<file path="config.mk">
export PLATFORM = sky130hd
export DESIGN_NAME = load_cell_serial_reader_top
export DESIGN_NICKNAME = d
export VERILOG_FILES = /design/src/design/lcsr_pkg.sv /design/src/design/lcsr_div.sv /design/src/design/lcsr_dp.sv /design/src/design/lcsr_ctrl.sv /design/src/design/load_cell_serial_reader_top.sv
export VERILOG_INCLUDE_DIRS = /design/src /design/src/design
export SDC_FILE = /design/constraint.sdc
export NUM_CORES = 1
export LEC_CHECK = 0
export ABC_AREA = 1
export BUFFER_PORTS_ARGS = -buffer_cell sky130_fd_sc_hd__clkbuf_2
export CAP_MARGIN = 25
export CORE_UTILIZATION = 55
export DETAILED_ROUTE_END_ITERATION = 6
export PLACE_DENSITY = 0.72
export SLEW_MARGIN = 40
export SYNTH_ARGS = -nofsm -noshare
export SYNTH_HDL_FRONTEND = slang
export SYNTH_SLANG_ARGS = --single-unit
export TNS_END_PERCENT = 5
</file>
<file path="constraint.sdc">
create_clock -name clk -period 3.07 [get_ports clk]
set_input_delay 0 -clock clk [delete_from_list [all_inputs] [get_ports clk]]
set_output_delay 0 -clock clk [all_outputs]
set_load 0.005 [all_outputs]
</file>
<file path="src/design/load_cell_serial_reader_top_assert.svh">
// ----------------------------------------------------------------------------
// Load-cell serial reader assertion macros
// Shared concurrent assertion forms, clocked on clk and disabled in reset.
// ----------------------------------------------------------------------------
`ifndef LOAD_CELL_SERIAL_READER_TOP_ASSERT_SVH
`define LOAD_CELL_SERIAL_READER_TOP_ASSERT_SVH

// Same-cycle implication.
`define LCSR_ASSERT_IMP(lbl, ante, cons, msg) \
	lbl: assert property (@(posedge clk) disable iff (!arst_n) (ante) |-> (cons)) else $error(msg);

// Next-cycle implication.
`define LCSR_ASSERT_NEXT(lbl, ante, cons, msg) \
	lbl: assert property (@(posedge clk) disable iff (!arst_n) (ante) |=> (cons)) else $error(msg);

`endif

</file>
<file path="src/design/lcsr_pkg.sv">
// ----------------------------------------------------------------------------
// Load-cell serial reader package
// Shared constants, codes and the controller/datapath interface structs.
// ----------------------------------------------------------------------------
`timescale 1ns / 1ps

package lcsr_pkg;

	localparam int DATA_BITS_DEF = 24;
	localparam int MAX_AVG_DEF   = 16;
	localparam int SCALE_W       = 24;
	localparam int RES_W         = 25;
	localparam int GAIN_W        = 2;
	localparam int AVG_W         = 5;
	localparam int CFG_IDX_W     = 2;

	localparam logic [1:0] FUNC_MEAS = 2'd1;
	localparam logic [1:0] FUNC_TARE = 2'd2;

	localparam logic [CFG_IDX_W-1:0] CFG_GAIN  = 2'd0;
	localparam logic [CFG_IDX_W-1:0] CFG_AVG   = 2'd1;
	localparam logic [CFG_IDX_W-1:0] CFG_SCALE = 2'd2;

	typedef struct packed {
		logic out_load;   // load a plain per-tick result
		logic sck;
		logic busy;
		logic clr_all;    // start of a sequence
		logic clr_shift;  // start of a conversion word
		logic shift_in;
		logic finish;     // accumulate the finished word
		logic avg_go;
		logic scl_go;
		logic tare_done;
		logic meas_done;
	} lcsr_cmd_t;

	typedef struct packed {
		logic              out_free;
		logic              last_sample;
		logic              div_done;
		logic [GAIN_W-1:0] pulses;
	} lcsr_sts_t;

endpackage

</file>
<file path="src/design/lcsr_div.sv">
// ----------------------------------------------------------------------------
// Load-cell serial reader divider
// Unsigned restoring divider, one quotient bit per cycle.
// ----------------------------------------------------------------------------
`timescale 1ns / 1ps

module lcsr_div #(
	parameter int DVD_W = 29,
	parameter int DVS_W = 24
) (
	input  logic             clk,
	input  logic             arst_n,
	input  logic             start,
	input  logic [DVD_W-1:0] dvd,
	input  logic [DVS_W-1:0] dvs,
	output logic             done,
	output logic [DVD_W-1:0] quo
);

	localparam int CNT_W = $clog2(DVD_W + 1);

	logic [DVS_W-1:0] rem_q;
	logic [DVS_W-1:0] dvs_q;
	logic [DVD_W-1:0] quo_q;
	logic [CNT_W-1:0] cnt_q;
	logic             run_q;
	logic             done_q;

	logic [DVS_W:0] rem_sh;
	logic [DVS_W:0] rem_nx;
	logic           ge;

	assign rem_sh = {rem_q, quo_q[DVD_W-1]};
	assign ge     = (rem_sh >= {1'b0, dvs_q});
	assign rem_nx = ge ? (rem_sh - {1'b0, dvs_q}) : rem_sh;

	always_ff @(posedge clk or negedge arst_n) begin
		if (!arst_n) begin
			run_q  <= 1'b0;
			done_q <= 1'b0;
			cnt_q  <= '0;
		end else begin
			done_q <= 1'b0;
			if (start) begin
				run_q <= 1'b1;
				cnt_q <= CNT_W'(DVD_W);
			end else if (run_q) begin
				cnt_q <= cnt_q - CNT_W'(1);
				if (cnt_q == CNT_W'(1)) begin
					run_q  <= 1'b0;
					done_q <= 1'b1;
				end
			end
		end
	end

	always_ff @(posedge clk) begin
		if (start) begin
			quo_q <= dvd;
			dvs_q <= dvs;
			rem_q <= '0;
		end else if (run_q) begin
			rem_q <= rem_nx[DVS_W-1:0];
			quo_q <= {quo_q[DVD_W-2:0], ge};
		end
	end

	assign done = done_q;
	assign quo  = quo_q;

endmodule

</file>
<file path="src/design/lcsr_dp.sv">
// ----------------------------------------------------------------------------
// Load-cell serial reader datapath
// Configuration registers, shift word, accumulator, offset, divider and
// the output register.
// ----------------------------------------------------------------------------
`timescale 1ns / 1ps

module lcsr_dp #(
	parameter int DATA_BITS = lcsr_pkg::DATA_BITS_DEF,
	parameter int MAX_AVG   = lcsr_pkg::MAX_AVG_DEF
) (
	input  logic                                clk,
	input  logic                                arst_n,
	input  logic                                cfg_we,
	input  logic [lcsr_pkg::CFG_IDX_W-1:0]      cfg_index,
	input  logic [lcsr_pkg::SCALE_W-1:0]        cfg_data,
	input  logic                                dout_level,
	input  lcsr_pkg::lcsr_cmd_t                 cmd,
	output lcsr_pkg::lcsr_sts_t                 sts,
	output logic                                out_valid,
	input  logic                                out_ready,
	output logic                                sck_level,
	output logic                                busy_res,
	output logic                                result_valid,
	output logic                                result_kind,
	output logic signed [lcsr_pkg::RES_W-1:0]   result_value
);

	localparam int CNT_W  = $clog2(MAX_AVG + 1);
	localparam int SUM_W  = DATA_BITS + CNT_W;
	localparam int DIFF_W = DATA_BITS + 1;
	localparam int RES_W  = lcsr_pkg::RES_W;
	localparam int SCL_W  = lcsr_pkg::SCALE_W;

	logic [lcsr_pkg::GAIN_W-1:0] gain_q;
	logic [lcsr_pkg::AVG_W-1:0]  avg_q;
	logic [SCL_W-1:0]            scale_q;

	logic [DATA_BITS-1:0] shift_q;
	logic [SUM_W-1:0]     sum_q;
	logic [CNT_W-1:0]     cnt_q;
	logic [DATA_BITS-1:0] off_q;
	logic                 neg_q;

	logic                 out_valid_q;
	logic                 sck_q;
	logic                 busy_q;
	logic                 rv_q;
	logic                 kind_q;
	logic [RES_W-1:0]     val_q;

	logic [CNT_W-1:0]     n_eff;
	logic [SCL_W-1:0]     scale_eff;
	logic [DATA_BITS-1:0] word;
	logic [SUM_W-1:0]     dvd;
	logic [SCL_W-1:0]     dvs;
	logic                 div_done;
	logic [SUM_W-1:0]     quo;
	logic [DATA_BITS-1:0] avg;
	logic [DIFF_W-1:0]    diff;
	logic [DIFF_W-1:0]    mag;
	logic [RES_W-1:0]     q_ext;
	logic                 load_any;

	// Configuration registers.
	always_ff @(posedge clk or negedge arst_n) begin
		if (!arst_n) begin
			gain_q  <= lcsr_pkg::GAIN_W'(1);
			avg_q   <= lcsr_pkg::AVG_W'(5);
			scale_q <= SCL_W'(1);
		end else if (cfg_we) begin
			unique case (cfg_index)
				lcsr_pkg::CFG_GAIN:  gain_q  <= cfg_data[lcsr_pkg::GAIN_W-1:0];
				lcsr_pkg::CFG_AVG:   avg_q   <= cfg_data[lcsr_pkg::AVG_W-1:0];
				lcsr_pkg::CFG_SCALE: scale_q <= cfg_data;
				default: ;
			endcase
		end
	end

	always_comb begin
		if (avg_q == '0) begin
			n_eff = CNT_W'(1);
		end else if (int'(avg_q) > MAX_AVG) begin
			n_eff = CNT_W'(MAX_AVG);
		end else begin
			n_eff = CNT_W'(avg_q);
		end
	end

	assign scale_eff = (scale_q == '0) ? SCL_W'(1) : scale_q;
	assign word      = {~shift_q[DATA_BITS-1], shift_q[DATA_BITS-2:0]};

	assign avg  = quo[DATA_BITS-1:0];
	assign diff = {1'b0, avg} - {1'b0, off_q};
	assign mag  = diff[DIFF_W-1] ? (-diff) : diff;

	assign dvd = cmd.scl_go ? SUM_W'(mag) : sum_q;
	assign dvs = cmd.scl_go ? scale_eff : SCL_W'(n_eff);

	lcsr_div #(
		.DVD_W(SUM_W),
		.DVS_W(SCL_W)
	) u_div (
		.clk   (clk),
		.arst_n(arst_n),
		.start (cmd.avg_go | cmd.scl_go),
		.dvd   (dvd),
		.dvs   (dvs),
		.done  (div_done),
		.quo   (quo)
	);

	assign q_ext = RES_W'(quo[DATA_BITS:0]);

	// Conversion state.
	always_ff @(posedge clk or negedge arst_n) begin
		if (!arst_n) begin
			shift_q <= '0;
			sum_q   <= '0;
			cnt_q   <= '0;
			off_q   <= '0;
			neg_q   <= 1'b0;
		end else begin
			if (cmd.clr_all) begin
				shift_q <= '0;
				sum_q   <= '0;
				cnt_q   <= '0;
			end
			if (cmd.clr_shift) begin
				shift_q <= '0;
			end
			if (cmd.shift_in) begin
				shift_q <= {shift_q[DATA_BITS-2:0], dout_level};
			end
			if (cmd.finish) begin
				sum_q <= sum_q + SUM_W'(word);
				cnt_q <= cnt_q + CNT_W'(1);
			end
			if (cmd.scl_go) begin
				neg_q <= diff[DIFF_W-1];
			end
			if (cmd.tare_done) begin
				off_q <= avg;
			end
		end
	end

	// Output register.
	assign load_any = cmd.out_load | cmd.tare_done | cmd.meas_done;

	always_ff @(posedge clk or negedge arst_n) begin
		if (!arst_n) begin
			out_valid_q <= 1'b0;
		end else if (load_any) begin
			out_valid_q <= 1'b1;
		end else if (out_ready) begin
			out_valid_q <= 1'b0;
		end
	end

	always_ff @(posedge clk) begin
		if (cmd.out_load) begin
			sck_q  <= cmd.sck;
			busy_q <= cmd.busy;
			rv_q   <= 1'b0;
			kind_q <= 1'b0;
			val_q  <= '0;
		end else if (cmd.tare_done) begin
			sck_q  <= 1'b0;
			busy_q <= 1'b0;
			rv_q   <= 1'b1;
			kind_q <= 1'b1;
			val_q  <= RES_W'(avg);
		end else if (cmd.meas_done) begin
			sck_q  <= 1'b0;
			busy_q <= 1'b0;
			rv_q   <= 1'b1;
			kind_q <= 1'b0;
			val_q  <= neg_q ? (-q_ext) : q_ext;
		end
	end

	assign sts.out_free    = ~out_valid_q | out_ready;
	assign sts.last_sample = (({1'b0, cnt_q} + (CNT_W+1)'(1)) >= {1'b0, n_eff});
	assign sts.div_done    = div_done;
	assign sts.pulses      = (gain_q == '0) ? lcsr_pkg::GAIN_W'(1) : gain_q;

	assign out_valid    = out_valid_q;
	assign sck_level    = sck_q;
	assign busy_res     = busy_q;
	assign result_valid = rv_q;
	assign result_kind  = kind_q;
	assign result_value = val_q;

	`include "load_cell_serial_reader_top_assert.svh"

	`LCSR_ASSERT_IMP(a_dp_load_free, load_any, !out_valid_q || out_ready, "output register overwritten")
	`LCSR_ASSERT_NEXT(a_dp_out_hold, out_valid_q && !out_ready, out_valid_q, "output dropped")
	`LCSR_ASSERT_IMP(a_dp_plain_zero, out_valid_q && !rv_q, !kind_q && val_q == '0, "plain tick data")

endmodule

</file>
<file path="src/design/lcsr_ctrl.sv">
// ----------------------------------------------------------------------------
// Load-cell serial reader controller
// Serial clock sequencer and the handshake/divide control state machine.
// ----------------------------------------------------------------------------
`timescale 1ns / 1ps

module lcsr_ctrl #(
	parameter int DATA_BITS = lcsr_pkg::DATA_BITS_DEF
) (
	input  logic                clk,
	input  logic                arst_n,
	input  logic                in_valid,
	output logic                in_ready,
	input  logic [1:0]          func,
	input  logic                dout_level,
	input  lcsr_pkg::lcsr_sts_t sts,
	output lcsr_pkg::lcsr_cmd_t cmd
);

	localparam int BIT_W = $clog2(DATA_BITS + 1);

	localparam logic [2:0] ST_RUN      = 3'd0;
	localparam logic [2:0] ST_AVG_GO   = 3'd1;
	localparam logic [2:0] ST_AVG_WAIT = 3'd2;
	localparam logic [2:0] ST_SCL_GO   = 3'd3;
	localparam logic [2:0] ST_SCL_WAIT = 3'd4;

	localparam logic [2:0] PH_IDLE       = 3'd0;
	localparam logic [2:0] PH_WAIT       = 3'd1;
	localparam logic [2:0] PH_BIT_LOW    = 3'd2;
	localparam logic [2:0] PH_BIT_HIGH   = 3'd3;
	localparam logic [2:0] PH_EXTRA_LOW  = 3'd4;
	localparam logic [2:0] PH_EXTRA_HIGH = 3'd5;

	logic [2:0]       st_q, st_d;
	logic [2:0]       ph_q, ph_d;
	logic [BIT_W-1:0] bit_q, bit_d;
	logic             tare_q, tare_d;
	logic [BIT_W:0]   bit_inc;
	logic             accept;

	assign in_ready = (st_q == ST_RUN) & sts.out_free;
	assign accept   = in_valid & in_ready;
	assign bit_inc  = {1'b0, bit_q} + (BIT_W+1)'(1);

	always_comb begin
		cmd    = '0;
		st_d   = st_q;
		ph_d   = ph_q;
		bit_d  = bit_q;
		tare_d = tare_q;
		unique case (st_q)
			ST_RUN: begin
				if (accept) begin
					cmd.out_load = 1'b1;
					cmd.sck      = 1'b0;
					cmd.busy     = 1'b1;
					unique case (ph_q)
						PH_IDLE: begin
							cmd.busy = 1'b0;
							if (func == lcsr_pkg::FUNC_MEAS || func == lcsr_pkg::FUNC_TARE) begin
								tare_d      = (func == lcsr_pkg::FUNC_TARE);
								cmd.clr_all = 1'b1;
								cmd.busy    = 1'b1;
								bit_d       = '0;
								ph_d        = PH_WAIT;
							end
						end
						PH_WAIT: begin
							if (!dout_level) begin
								cmd.clr_shift = 1'b1;
								cmd.sck       = 1'b1;
								bit_d         = '0;
								ph_d          = PH_BIT_HIGH;
							end
						end
						PH_BIT_LOW: begin
							cmd.sck = 1'b1;
							ph_d    = PH_BIT_HIGH;
						end
						PH_BIT_HIGH: begin
							cmd.shift_in = 1'b1;
							if (bit_inc >= (BIT_W+1)'(DATA_BITS)) begin
								bit_d = '0;
								ph_d  = PH_EXTRA_LOW;
							end else begin
								bit_d = bit_inc[BIT_W-1:0];
								ph_d  = PH_BIT_LOW;
							end
						end
						PH_EXTRA_LOW: begin
							cmd.sck = 1'b1;
							ph_d    = PH_EXTRA_HIGH;
						end
						PH_EXTRA_HIGH: begin
							if (bit_inc >= (BIT_W+1)'(sts.pulses)) begin
								bit_d      = '0;
								cmd.finish = 1'b1;
								if (sts.last_sample) begin
									// The result comes from the divider instead.
									cmd.out_load = 1'b0;
									ph_d         = PH_IDLE;
									st_d         = ST_AVG_GO;
								end else begin
									ph_d = PH_WAIT;
								end
							end else begin
								bit_d = bit_inc[BIT_W-1:0];
								ph_d  = PH_EXTRA_LOW;
							end
						end
						default: begin
							cmd.busy = 1'b0;
							ph_d     = PH_IDLE;
						end
					endcase
				end
			end
			ST_AVG_GO: begin
				cmd.avg_go = 1'b1;
				st_d       = ST_AVG_WAIT;
			end
			ST_AVG_WAIT: begin
				if (sts.div_done) begin
					if (tare_q) begin
						cmd.tare_done = 1'b1;
						st_d          = ST_RUN;
					end else begin
						st_d = ST_SCL_GO;
					end
				end
			end
			ST_SCL_GO: begin
				cmd.scl_go = 1'b1;
				st_d       = ST_SCL_WAIT;
			end
			ST_SCL_WAIT: begin
				if (sts.div_done) begin
					cmd.meas_done = 1'b1;
					st_d          = ST_RUN;
				end
			end
			default: begin
				st_d = ST_RUN;
			end
		endcase
	end

	always_ff @(posedge clk or negedge arst_n) begin
		if (!arst_n) begin
			st_q   <= ST_RUN;
			ph_q   <= PH_IDLE;
			bit_q  <= '0;
			tare_q <= 1'b0;
		end else begin
			st_q   <= st_d;
			ph_q   <= ph_d;
			bit_q  <= bit_d;
			tare_q <= tare_d;
		end
	end

	`include "load_cell_serial_reader_top_assert.svh"

	`LCSR_ASSERT_IMP(a_ctrl_no_accept_div, st_q != ST_RUN, !in_ready, "input taken during divide")
	`LCSR_ASSERT_IMP(a_ctrl_done_in_wait, sts.div_done, st_q == ST_AVG_WAIT || st_q == ST_SCL_WAIT, "divider done outside a wait state")
	`LCSR_ASSERT_NEXT(a_ctrl_last_to_div, cmd.finish && sts.last_sample, st_q == ST_AVG_GO && ph_q == PH_IDLE, "last word did not start the average")

endmodule

</file>
<file path="src/design/load_cell_serial_reader_top.sv">
// ----------------------------------------------------------------------------
// Load-cell serial reader, top level
// Serial readout of a 24-bit load-cell converter with averaging, tare and
// scaling.
// ----------------------------------------------------------------------------
// Each input transaction is one tick, one half period of the converter's
// serial clock, and produces exactly one output transaction carrying the
// clock level to drive next, a busy flag and, on the tick that ends a
// measurement or tare, the result. An ordinary tick is written to the
// output register when it is accepted. A new tick is accepted only when
// the output register is empty or its result is taken in that same cycle.
// The tick that completes a sequence runs the shared one-bit-per-cycle
// restoring divider: a tare takes one pass (sum / sample count) and a
// measurement two passes (average, then offset difference / scale
// divisor). Each pass produces a quotient of DATA_BITS + clog2(MAX_AVG+1)
// bits, and no input is accepted while the divider runs. Configuration
// writes are always accepted (cfg_ready is tied high) and take effect at
// once; index 0 is gain_pulses, 1 avg_count, 2 scale_divisor, and index 3
// is ignored. There is no clearing pass after reset.
// ----------------------------------------------------------------------------
`timescale 1ns / 1ps

module load_cell_serial_reader_top #(
	parameter int DATA_BITS = lcsr_pkg::DATA_BITS_DEF,
	parameter int MAX_AVG   = lcsr_pkg::MAX_AVG_DEF
) (
	input  logic                           clk,
	input  logic                           arst_n,
	// Tick input.
	input  logic                           s_tvalid,
	output logic                           s_tready,
	input  logic [7:0]                     s_tdata,   // [0] dout_level, [7:1] zero
	input  logic [1:0]                     s_tuser,   // [1:0] func
	// Result output.
	output logic                           m_tvalid,
	input  logic                           m_tready,
	output logic [31:0]                    m_tdata,   // [0] sck_level, [1] busy_res,
	                                                  // [2] result_valid,
	                                                  // [27:3] result_value, [31:28] zero
	output logic [0:0]                     m_tuser,   // [0] result_kind
	// Configuration write channel.
	input  logic                           cfg_valid,
	output logic                           cfg_ready,
	input  logic [lcsr_pkg::CFG_IDX_W-1:0] cfg_index,
	input  logic [lcsr_pkg::SCALE_W-1:0]   cfg_data
);

	lcsr_pkg::lcsr_cmd_t cmd;
	lcsr_pkg::lcsr_sts_t sts;

	logic                                sck_level;
	logic                                busy_res;
	logic                                result_valid;
	logic                                result_kind;
	logic signed [lcsr_pkg::RES_W-1:0]   result_value;

	// Registers never stall a write transaction.
	assign cfg_ready = 1'b1;

	lcsr_ctrl #(
		.DATA_BITS(DATA_BITS)
	) u_ctrl (
		.clk       (clk),
		.arst_n    (arst_n),
		.in_valid  (s_tvalid),
		.in_ready  (s_tready),
		.func      (s_tuser),
		.dout_level(s_tdata[0]),
		.sts       (sts),
		.cmd       (cmd)
	);

	lcsr_dp #(
		.DATA_BITS(DATA_BITS),
		.MAX_AVG  (MAX_AVG)
	) u_dp (
		.clk         (clk),
		.arst_n      (arst_n),
		.cfg_we      (cfg_valid & cfg_ready),
		.cfg_index   (cfg_index),
		.cfg_data    (cfg_data),
		.dout_level  (s_tdata[0]),
		.cmd         (cmd),
		.sts         (sts),
		.out_valid   (m_tvalid),
		.out_ready   (m_tready),
		.sck_level   (sck_level),
		.busy_res    (busy_res),
		.result_valid(result_valid),
		.result_kind (result_kind),
		.result_value(result_value)
	);

	// Pack the result fields, lowest field in the lowest bits.
	assign m_tdata = {4'b0000, result_value, result_valid, busy_res, sck_level};
	assign m_tuser = result_kind;

endmodule

</file>
## Word level (Yosys, flattened, before mapping)

Cells that the tools add are included.

| storage, ports and cells | value |
|---|---|
| register bits after elaboration | 240 |
| bits in latches | 0 |
| bits in read-only memories | 0 |
| RAM bits | 0 |
| logic and storage cells | 173 |
| input bits | 41 |
| output and inout bits | 36 |
| memories | 0 |

| cells by class | value |
|---|---|
| eq/ne operators | 22 |
| order comparisons | 5 |
| reductions and logical operators | 25 |
| div/mod/pow operators | 0 |
| add/sub/neg operators | 9 |
| multiply operators | 0 |
| shift operators | 0 |
| mux-type cells | 77 |
| bitwise logic cells | 9 |

Operators with widths:

| cell | number |
|---|---|
| $mux W29 | 5 |
| $mux W24 | 6 |
| $mux W5 | 12 |
| $mux W25 | 2 |
| $neg A25 Y25 | 2 |
| $mux W1 | 32 |
| $mux W3 | 10 |
| $add A29 B24 Y29 | 1 |
| $ge A25 B24 Y1 | 1 |
| $sub A24 B24 Y25 | 1 |
| $logic_not A24 Y1 | 1 |
| $sub A24 B24 Y24 | 1 |
| $pmux W5 S4 | 1 |
| $pmux W3 S6 | 1 |
| $pmux W3 S5 | 1 |
| $mux W7 | 2 |
| $add A5 B1 Y6 const B | 2 |
| $eq A3 B2 Y1 const B | 4 |
| $eq A3 B3 Y1 const B | 3 |
| $ne A2 B1 Y1 const B | 4 |
| $ne A2 B2 Y1 const B | 4 |
| $reduce_and A4 Y1 | 2 |
| $reduce_bool A2 Y1 | 4 |
| $eq A3 B1 Y1 const B | 2 |
| other kinds (25) | 43 |

## Longest topological paths before layout

Gate-level depths: netlist (run 1).

| depth | value |
|---|---|
| depth in word-level cells | 12 |
| mapped depth | 22 |
| depth with buffers taken out | 21 |

## Modules after synthesis

From an unflattened synthesis (run 1), not the netlist that was laid out.

| second synthesis, totals | value |
|---|---|
| cells, all modules | 2432 |
| area total of the unflattened synthesis | 16844.9 um2 |

By module, submodules not included:

| module | cells each | times used | area an instance (um2) |
|---|---|---|---|
| lcsr_dp | 1529 | 1 | 10451.3 |
| lcsr_div | 742 | 1 | 5336.4 |
| lcsr_ctrl | 151 | 1 | 989.7 |
| load_cell_serial_reader_top | 10 | 1 | 67.6 |

## Worst setup path before layout (run 1)

No wires, ideal clock.

| timing | value |
|---|---|
| path kind | reg2reg |
| start | register u_dp.u_div.quo_q[0], in the netlist u_dp.u_div.quo[0] |
| end | register u_dp.u_div.quo_q[23], in the netlist u_dp.u_div.quo[23], data pin |
| path buffers | 0 |
| library setup time | 0.257 ns |
| stages on the path, launching flop included | 16 |
| arrival | 2.285 ns |
| setup slack | 0.528 ns |
| clock period less this slack | 2.542 ns |
| required time | 2.813 ns |
| path through | edfxtp_1 -> inv_1 -> ha_1 -> fa_1 -> xor2_2 -> nand2_1 -> nor2_2 -> nand3_2 -> nor2_4 -> nand3_2 -> nor2_4 -> nand3_2 -> nand2_2 -> nand4_1 -> nand3_1 -> nand2_1 |

| between the ends | value |
|---|---|
| cells in the longest elaborated chain, start to end | 5 |

Ends and longest elaborated chain:

| what | RTL line | RTL |
|---|---|---|
| from (decl) | lcsr_div.sv:24 | `logic [DVD_W-1:0] quo_q;` |
| from (signal assigned) | lcsr_div.sv:59 | `quo_q <= dvd;` |
| from (signal assigned) | lcsr_div.sv:64 | `quo_q <= {quo_q[DVD_W-2:0], ge};` |
| $sub A24 B24 Y25 (*) | lcsr_dp.sv:95 | `assign diff = {1'b0, avg} - {1'b0, off_q};` |
| $neg A25 Y25 | lcsr_dp.sv:96 | `assign mag = diff[DIFF_W-1] ? (-diff) : diff;` |
| $mux W25 (*) | lcsr_dp.sv:96 |  |
| $mux W29 (*) | lcsr_dp.sv:98 | `assign dvd = cmd.scl_go ? SUM_W'(mag) : sum_q;` |
| $mux W29 (*) | lcsr_div.sv:58 | `if (start) begin` |

Mark *: on every way between the ends. The rest lies on a longest branch, timed or not.
A chain may end at the register's enable or synchronous reset.

## Worst setup path in the final report (run 1)

| timing | value |
|---|---|
| start | register u_dp.u_div.quo_q[3], in the netlist u_dp.u_div.quo[3] |
| end | register u_dp.u_div.quo_q[11], in the netlist u_dp.u_div.quo[11], data pin |

The elaborated chain is that of the path after synthesis.

==> results.txt, run 1 <==
average cell area after synthesis: 7.43 um^2
clk slew on worst S/H paths: 60 ps
failing checks: hold timing
PnR worst setup slack: 216 ps
Met3 Wirelength: 2.68 mm
commonest non-fill, non-tap cell in the layout: nand2_1
RePlAce Congestion: 0.964
initial antenna violation count: 0
number of I/O pins: 77
P_sw: 0.00176 W
top sig layer: met4
post-synthesis cell count: 2081
Min Hold Slack: -6.15 ps
DRC: 0
Core Footprint: 27700 um^2
kind of critical path: reg -> reg
vias per cell: 5.47
gr usage total: 0.292
fin crit share: 0.930
relative slew slack: 0.502
Startpoint Class: register
synth top area cells: dfrtp_1, nand2_1, edfxtp_1
ant diodes: 0
cell accounting for the most synthesized area: dfrtp_1
Num CTS Buffers: 27
initial core utilization: 0.558
worst vdd ir: 0.000430 V
mapped cell area: 15500 um^2
grt total ovfl: 0
clock network power share: 0.455
switch share: 0.241
number of synthesized register bits: 240
pwr/cell area: 414 nW/um^2
most frequent cells in the layout: nand2_1, inv_1, nor2_1
r2r setup slk: 220 ps
CP max FO: 6
maxcap violations: 0
DRT met1 WL: 19.6 mm
Site Rows: 61
leakage: 8.66 nW
metal2 WL: 18.1 mm
Fin. Hold Viols: 4
Sink Count: 240
WP data arrival: 3110 ps
Synth Flop Type: dfrtp_1
largest net degree at the start of global routing: 74
actual slew at the worst max-slew pin: 746 ps
Vias: 14200
Hold Crit Class: in -> async
die area: 28800 um^2
CP Capture Type: register
status: finished with violations
drt first pass iters: 5
Root Buffer: clkbuf_16
highest clock rate: 350 MHz
Combinational Power Share: 0.076
first-pass GRT wire length: 66.8 mm
DIE HEIGHT: 170 um
vias in the first global route: 13100
Int Power: 0.00554 W
sequential area share after synthesis: 0.390
fraction of registers with async set/reset: 0.558
Critical Path RT: 3320 ps
setup TNS: 0 ps
worst skew pair latency: 560 ps
clock skew: 14.1 ps
WL/cell: 15.9 um
post-synth cell types: 57
Seq pwr share: 0.469
final max-slew violation count: 0
HPWL Detailed: 31.1 mm
share of cells above drive strength 1: 0.101
post-synth top area share: 0.210
RSZ-0062 raised after global routing: no
crit path time final: 2850 ps
setup violators final: 0
Area Overhead vs Synth: 14.0%
DRT antenna net count: 0
CTS tree: done
IO Port Bufs: 64
clk buf depth: 3
number of synthesized flops with an enable pin: 55
DRT iter0 DRCs: 1026
final WL: 41.4 mm
setup repair bufs after CTS: 0
pre-CTS WS: 209 ps
H-tree levels: 1
nets: 2327
Synthesis Warnings: 0
die width: 170 um
-- sequential cells by signal (all words and copies together) (netlist names), 2 cells and up --
signal	flops
u_dp.u_div.quo	29
u_ctrl.bit_q	5
u_dp.u_div.rem_q	24
u_dp.u_div.cnt_q	5
u_dp.shift_q	24
u_dp.off_q	24
u_dp.gain_q	2
u_dp.u_div.dvs_q	24
u_ctrl.ph_q	3
u_ctrl.st_q	3
u_dp.scale_q	24
u_dp.result_value	25
u_dp.cnt_q	5
u_dp.sum_q	29
u_dp.avg_q	5
-- per-layer routing --
layer	global-route usage	vias up
li1	-	7082
met1	0.435	6631
met2	0.447	420
met3	0.0329	68
met4	0.0776	0
met5	0	-
-- power by group through the flow --
stage | registers (W) | logic (W) | clock network, W
after floorplan | 0.00346 | 0.000352 | 0
after global placement | 0.00348 | 0.000492 | 0
after detailed placement | 0.00348 | 0.000505 | 0
after CTS | 0.00342 | 0.000553 | 0.00339
after global routing | 0.00343 | 0.000639 | 0.00351
final | 0.00343 | 0.000558 | 0.00332
-- metrics by stage --
stage,cells,util,instance area [um^2],power (W),hold WS (ps)
CTS,2596,0.636,17600,0.00737,61.7
finish,2596,0.636,17600,0.00730,-6.15
floorplan,2084,-,15500,0.00381,-296
detailed placement,2509,0.590,16300,0.00399,88.3
global route,2596,0.636,17600,0.00758,124
global placement,2509,0.590,16300,0.00397,76.2
-- cells in the mapped netlist, types with 12 or more instances --
cell type	number
nand2_1	485
inv_1	308
nor2_1	173
o21ai_0	168
a21oi_1	132
dfrtp_1	130
nand3_1	94
ha_1	86
edfxtp_1	55
dfxtp_1	51
xor2_1	40
o22ai_1	34
clkbuf_1	31
nand4_1	27
a22oi_1	24
xnor2_1	24
o21ai_1	22
nand2_2	19
nor3_1	18
o211ai_1	13
nor2_2	12
-- final cells by class --
| type | instances | area [um^2] |
|---|---|---|
| Fill cell | 2450 | 10100 |
| Multi-Input combinational cell | 1467 | 7960 |
| Sequential cell | 240 | 6030 |
| Inverter | 320 | 1200 |
| Timing Repair Buffer | 141 | 1050 |
| Clock buffer | 35 | 746 |
| Tap cell | 378 | 473 |
| Clock inverter | 15 | 170 |
-- critical path: stages (launching register included) --
cell,delay [ps]
edfxtp_1,480
ha_1,420
nand2_1,100
nand2_1,70
nand2_1,130
nand3_2,140
nand3_1,120
nand3_1,140
nand2_1,90
nand2_1,80
inv_2,140
o21ai_0,120
or2_2,280
nand3_1,60
o211ai_1,170
-- timing repair --
item	CTS	global route
hold buffers	37	0
hold endpoints to repair	112	0
setup endpoints to repair	0	4
gates resized for setup	0	1
-- cell families (layout without fill, tap and decap cells) --
kind of cell	count (synthesis)	after routing	share of synthesized area
AOI/OAI and AO/OA	438	438	0.159
xor gates and xnor gates	66	66	0.0383
adders and majority gates	89	89	0.0734
buffers and inverters	377	511	0.0971
DFF	240	240	0.390
muxes	1	1	0.000647
other	2	5	0.000486
and+or+nand+nor	868	868	0.241
-- final timing paths --
check / start / endpoint / depth (start not counted)
max: u_dp.u_div.quo[3] / u_dp.u_div.quo[11] / 14
min: arst_n / u_dp.off_q[14] / 2
max reg2reg: u_dp.u_div.quo[3] / u_dp.u_div.quo[11] / 14
min reg2reg: u_dp.result_value[19] / u_dp.result_value[19] / 2
max in group asynchronous: arst_n / u_dp.scale_q[0] / 3
min in group clk: s_tuser[0] / u_dp.busy_res / 6
Note: power is estimated with default switching activity, not from simulation.
==> inputs of run 2 (changes only) <==
--- a/config.mk
+++ b/config.mk
@@ -6,7 +6,6 @@
 export SDC_FILE = /design/constraint.sdc
 export NUM_CORES = 1
 export LEC_CHECK = 0
-export ABC_AREA = 1
 export BUFFER_PORTS_ARGS = -buffer_cell sky130_fd_sc_hd__clkbuf_2
 export CAP_MARGIN = 25
 export CORE_UTILIZATION = 55
==> run 2 against run 1 <==
Compared with the run above: area after synthesis shrank 4.0%; combinational power decreased by 41%; synthesized cell count shrank 23%; largest power group unchanged; clock-buffer cell count shrank 3; die area down 3.9%; largest cell class unchanged; sequential power about the same; the run ends with DRC, setup timing left; critical path type unchanged; highest routed layer unchanged; power decreased by 6.2%; global-route usage down 1.3 points.
==> results.txt, run 2 <==
DRT antenna net count: 0
Finished Cell Area: 18300 um^2
Post-synth top cells: o21ai_0, nand2_1, dfrtp_1, nor2_1, a21oi_1
CP Capture Type: register
CP max FO: 5
r2r setup slk: -320 ps
share of cells above drive strength 1: 0.223
setup TNS: -4230 ps
Synthesis Warnings: 0
ant diodes: 0
Core Footprint: 26300 um^2
Startpoint Class: register
drt first pass iters: 7
clk slew on worst S/H paths: 70 ps
final max-slew violation count: 0
H-tree levels: 1
final WL: 39.0 mm
gr usage total: 0.279
WL/cell: 17.7 um
pwr/cell area: 374 nW/um^2
PnR worst setup slack: -318 ps
clk buf depth: 3
grt total ovfl: 0
fraction of registers with async set/reset: 0.558
worst skew pair latency: 540 ps
Area Overhead vs Synth: 23.4%
largest net degree at the start of global routing: 77
sequential area share after synthesis: 0.406
mapped cell area: 14900 um^2
Min Hold Slack: 33.8 ps
DRT iter0 DRCs: 1084
IO Port Bufs: 64
Critical R2R Capture: u_dp.u_div.quo[22]
failing checks: DRC, setup timing
vias in the first global route: 12600
total chip power: 0.00685 W
count leader, synth: o21ai_0
CTS tree: done
average cell area after synthesis: 9.21 um^2
Site Rows: 59
commonest non-fill, non-tap cell in the layout: buf_4
post-synth cell types: 80
post-synthesis cell count: 1612
most frequent cells in the layout: buf_4, o21ai_0, nand2_1
post-synth top area share: 0.219
initial antenna violation count: 0
crit path time final: 3390 ps
R2R depth: 12
first-pass GRT wire length: 63.3 mm
Worst Setup SP: u_dp.off_q[0]
leakage: 8.41 nW
nets: 1972
status: finished with violations
placed cell areas: 16600 um^2
kind of critical path: reg -> reg
RSZ-0062 raised after global routing: yes
setup violators final: 28
clock skew: 9.39 ps
cell accounting for the most synthesized area: dfrtp_1
Sink Count: 240
Vias: 12900
initial core utilization: 0.565
RR Startpoint: u_dp.off_q[0]
pre-CTS WS: -425 ps
number of I/O pins: 77
number of synthesized flops with an enable pin: 55
actual slew at the worst max-slew pin: 797 ps
Fin. Hold Viols: 0
Hold Crit Class: in -> async
highest clock rate: 295 MHz
fin crit share: 1.10
Num CTS Buffers: 27
Synth Flop Type: dfrtp_1
Critical Path RT: 3330 ps
synth top area cells: dfrtp_1, edfxtp_1, ha_1
relative slew slack: 0.467
DRC: 1
vias per cell: 5.88
die area: 27700 um^2
number of synthesized register bits: 240
DIE HEIGHT: 166 um
HPWL Detailed: 26.9 mm
Root Buffer: clkbuf_16
maxcap violations: 0
RePlAce Congestion: 0.893
WP data arrival: 3640 ps
FILL cells: 2007
crit path to: u_dp.u_div.quo[22]
worst vdd ir: 0.000498 V
die width: 166 um
[run 2: critical path, cell delays in order, from the launching register on]
cell and delay, ps:
dfrtp_1 410, ha_4 180, fa_2 360, nand2b_4 160
a21oi_4 200, or4b_4 160, nand3_2 80, nand4bb_4 210
or4_4 570, buf_4 190, o41ai_4 290, xor2_1 170
a311oi_1 100
[run 2: layout make-up]
cell class                      instances  area (um^2)  share of cell area
Clock inverter                         18          119             0.00648
Multi-Input combinational cell       1214         8640               0.471
Timing Repair Buffer                  284         2130               0.116
Inverter                               75          282              0.0154
Sequential cell                       240         6030               0.329
Clock buffer                           32          714              0.0390
Tap cell                              335          419              0.0229
[run 2: worst min path at each step]
stage               startpoint              end  depth (start not counted)
global route            arst_n   u_dp.off_q[10]                          2
detailed placement      arst_n   u_dp.off_q[10]                          1
CTS                     arst_n   u_dp.off_q[10]                          2
floorplan               arst_n  u_ctrl.bit_q[0]                          0
global placement        arst_n    u_dp.off_q[9]                          1
finish                  arst_n   u_dp.off_q[10]                          2
[run 2: kinds of logic after synthesis]
family | after synthesis | synth area share
flip-flops | 240 | 0.406
AND/OR/NAND/NOR | 475 | 0.158
adder cells (fa/ha/maj) | 90 | 0.0772
multiplexers | 68 | 0.0486
other | 2 | 0.000506
buffers and inverters | 161 | 0.0436
AO/OA/AOI/OAI | 470 | 0.203
XOR/XNOR | 106 | 0.0625
[run 2: per-layer routing]
| metal | vias up | global-route usage | wire (um) |
|---|---|---|---|
| met3 | 81 | 0.0384 | 1940 |
| met4 | 0 | 0.0857 | 1130 |
| met5 | - | 0 | 0 |
| li1 | 6317 | - | - |
| met1 | 6175 | 0.389 | 18200 |
| met2 | 351 | 0.451 | 17700 |
[run 2: through the flow]
step                      utilization  cells
after global routing            0.698   2198
after CTS                       0.687   2189
after global placement          0.632   2096
after floorplan                     -   1615
final                           0.698   2198
after detailed placement        0.633   2098
[run 2: power by group]
group          total, W  internal, W  switching, W
clock network   0.00308      0.00174       0.00133
logic          0.000330     0.000181      0.000148
registers       0.00345      0.00335     0.0000946
total           0.00685      0.00528       0.00158
[run 2: repair_timing]
action,in CTS,in global routing
resized for setup,41,46
gates cloned,0,1
setup endpoints to repair,33,44
endpoints found under the hold margin,110,0
buffers inserted,3,9
hold buffers,38,0
pin swaps,24,27
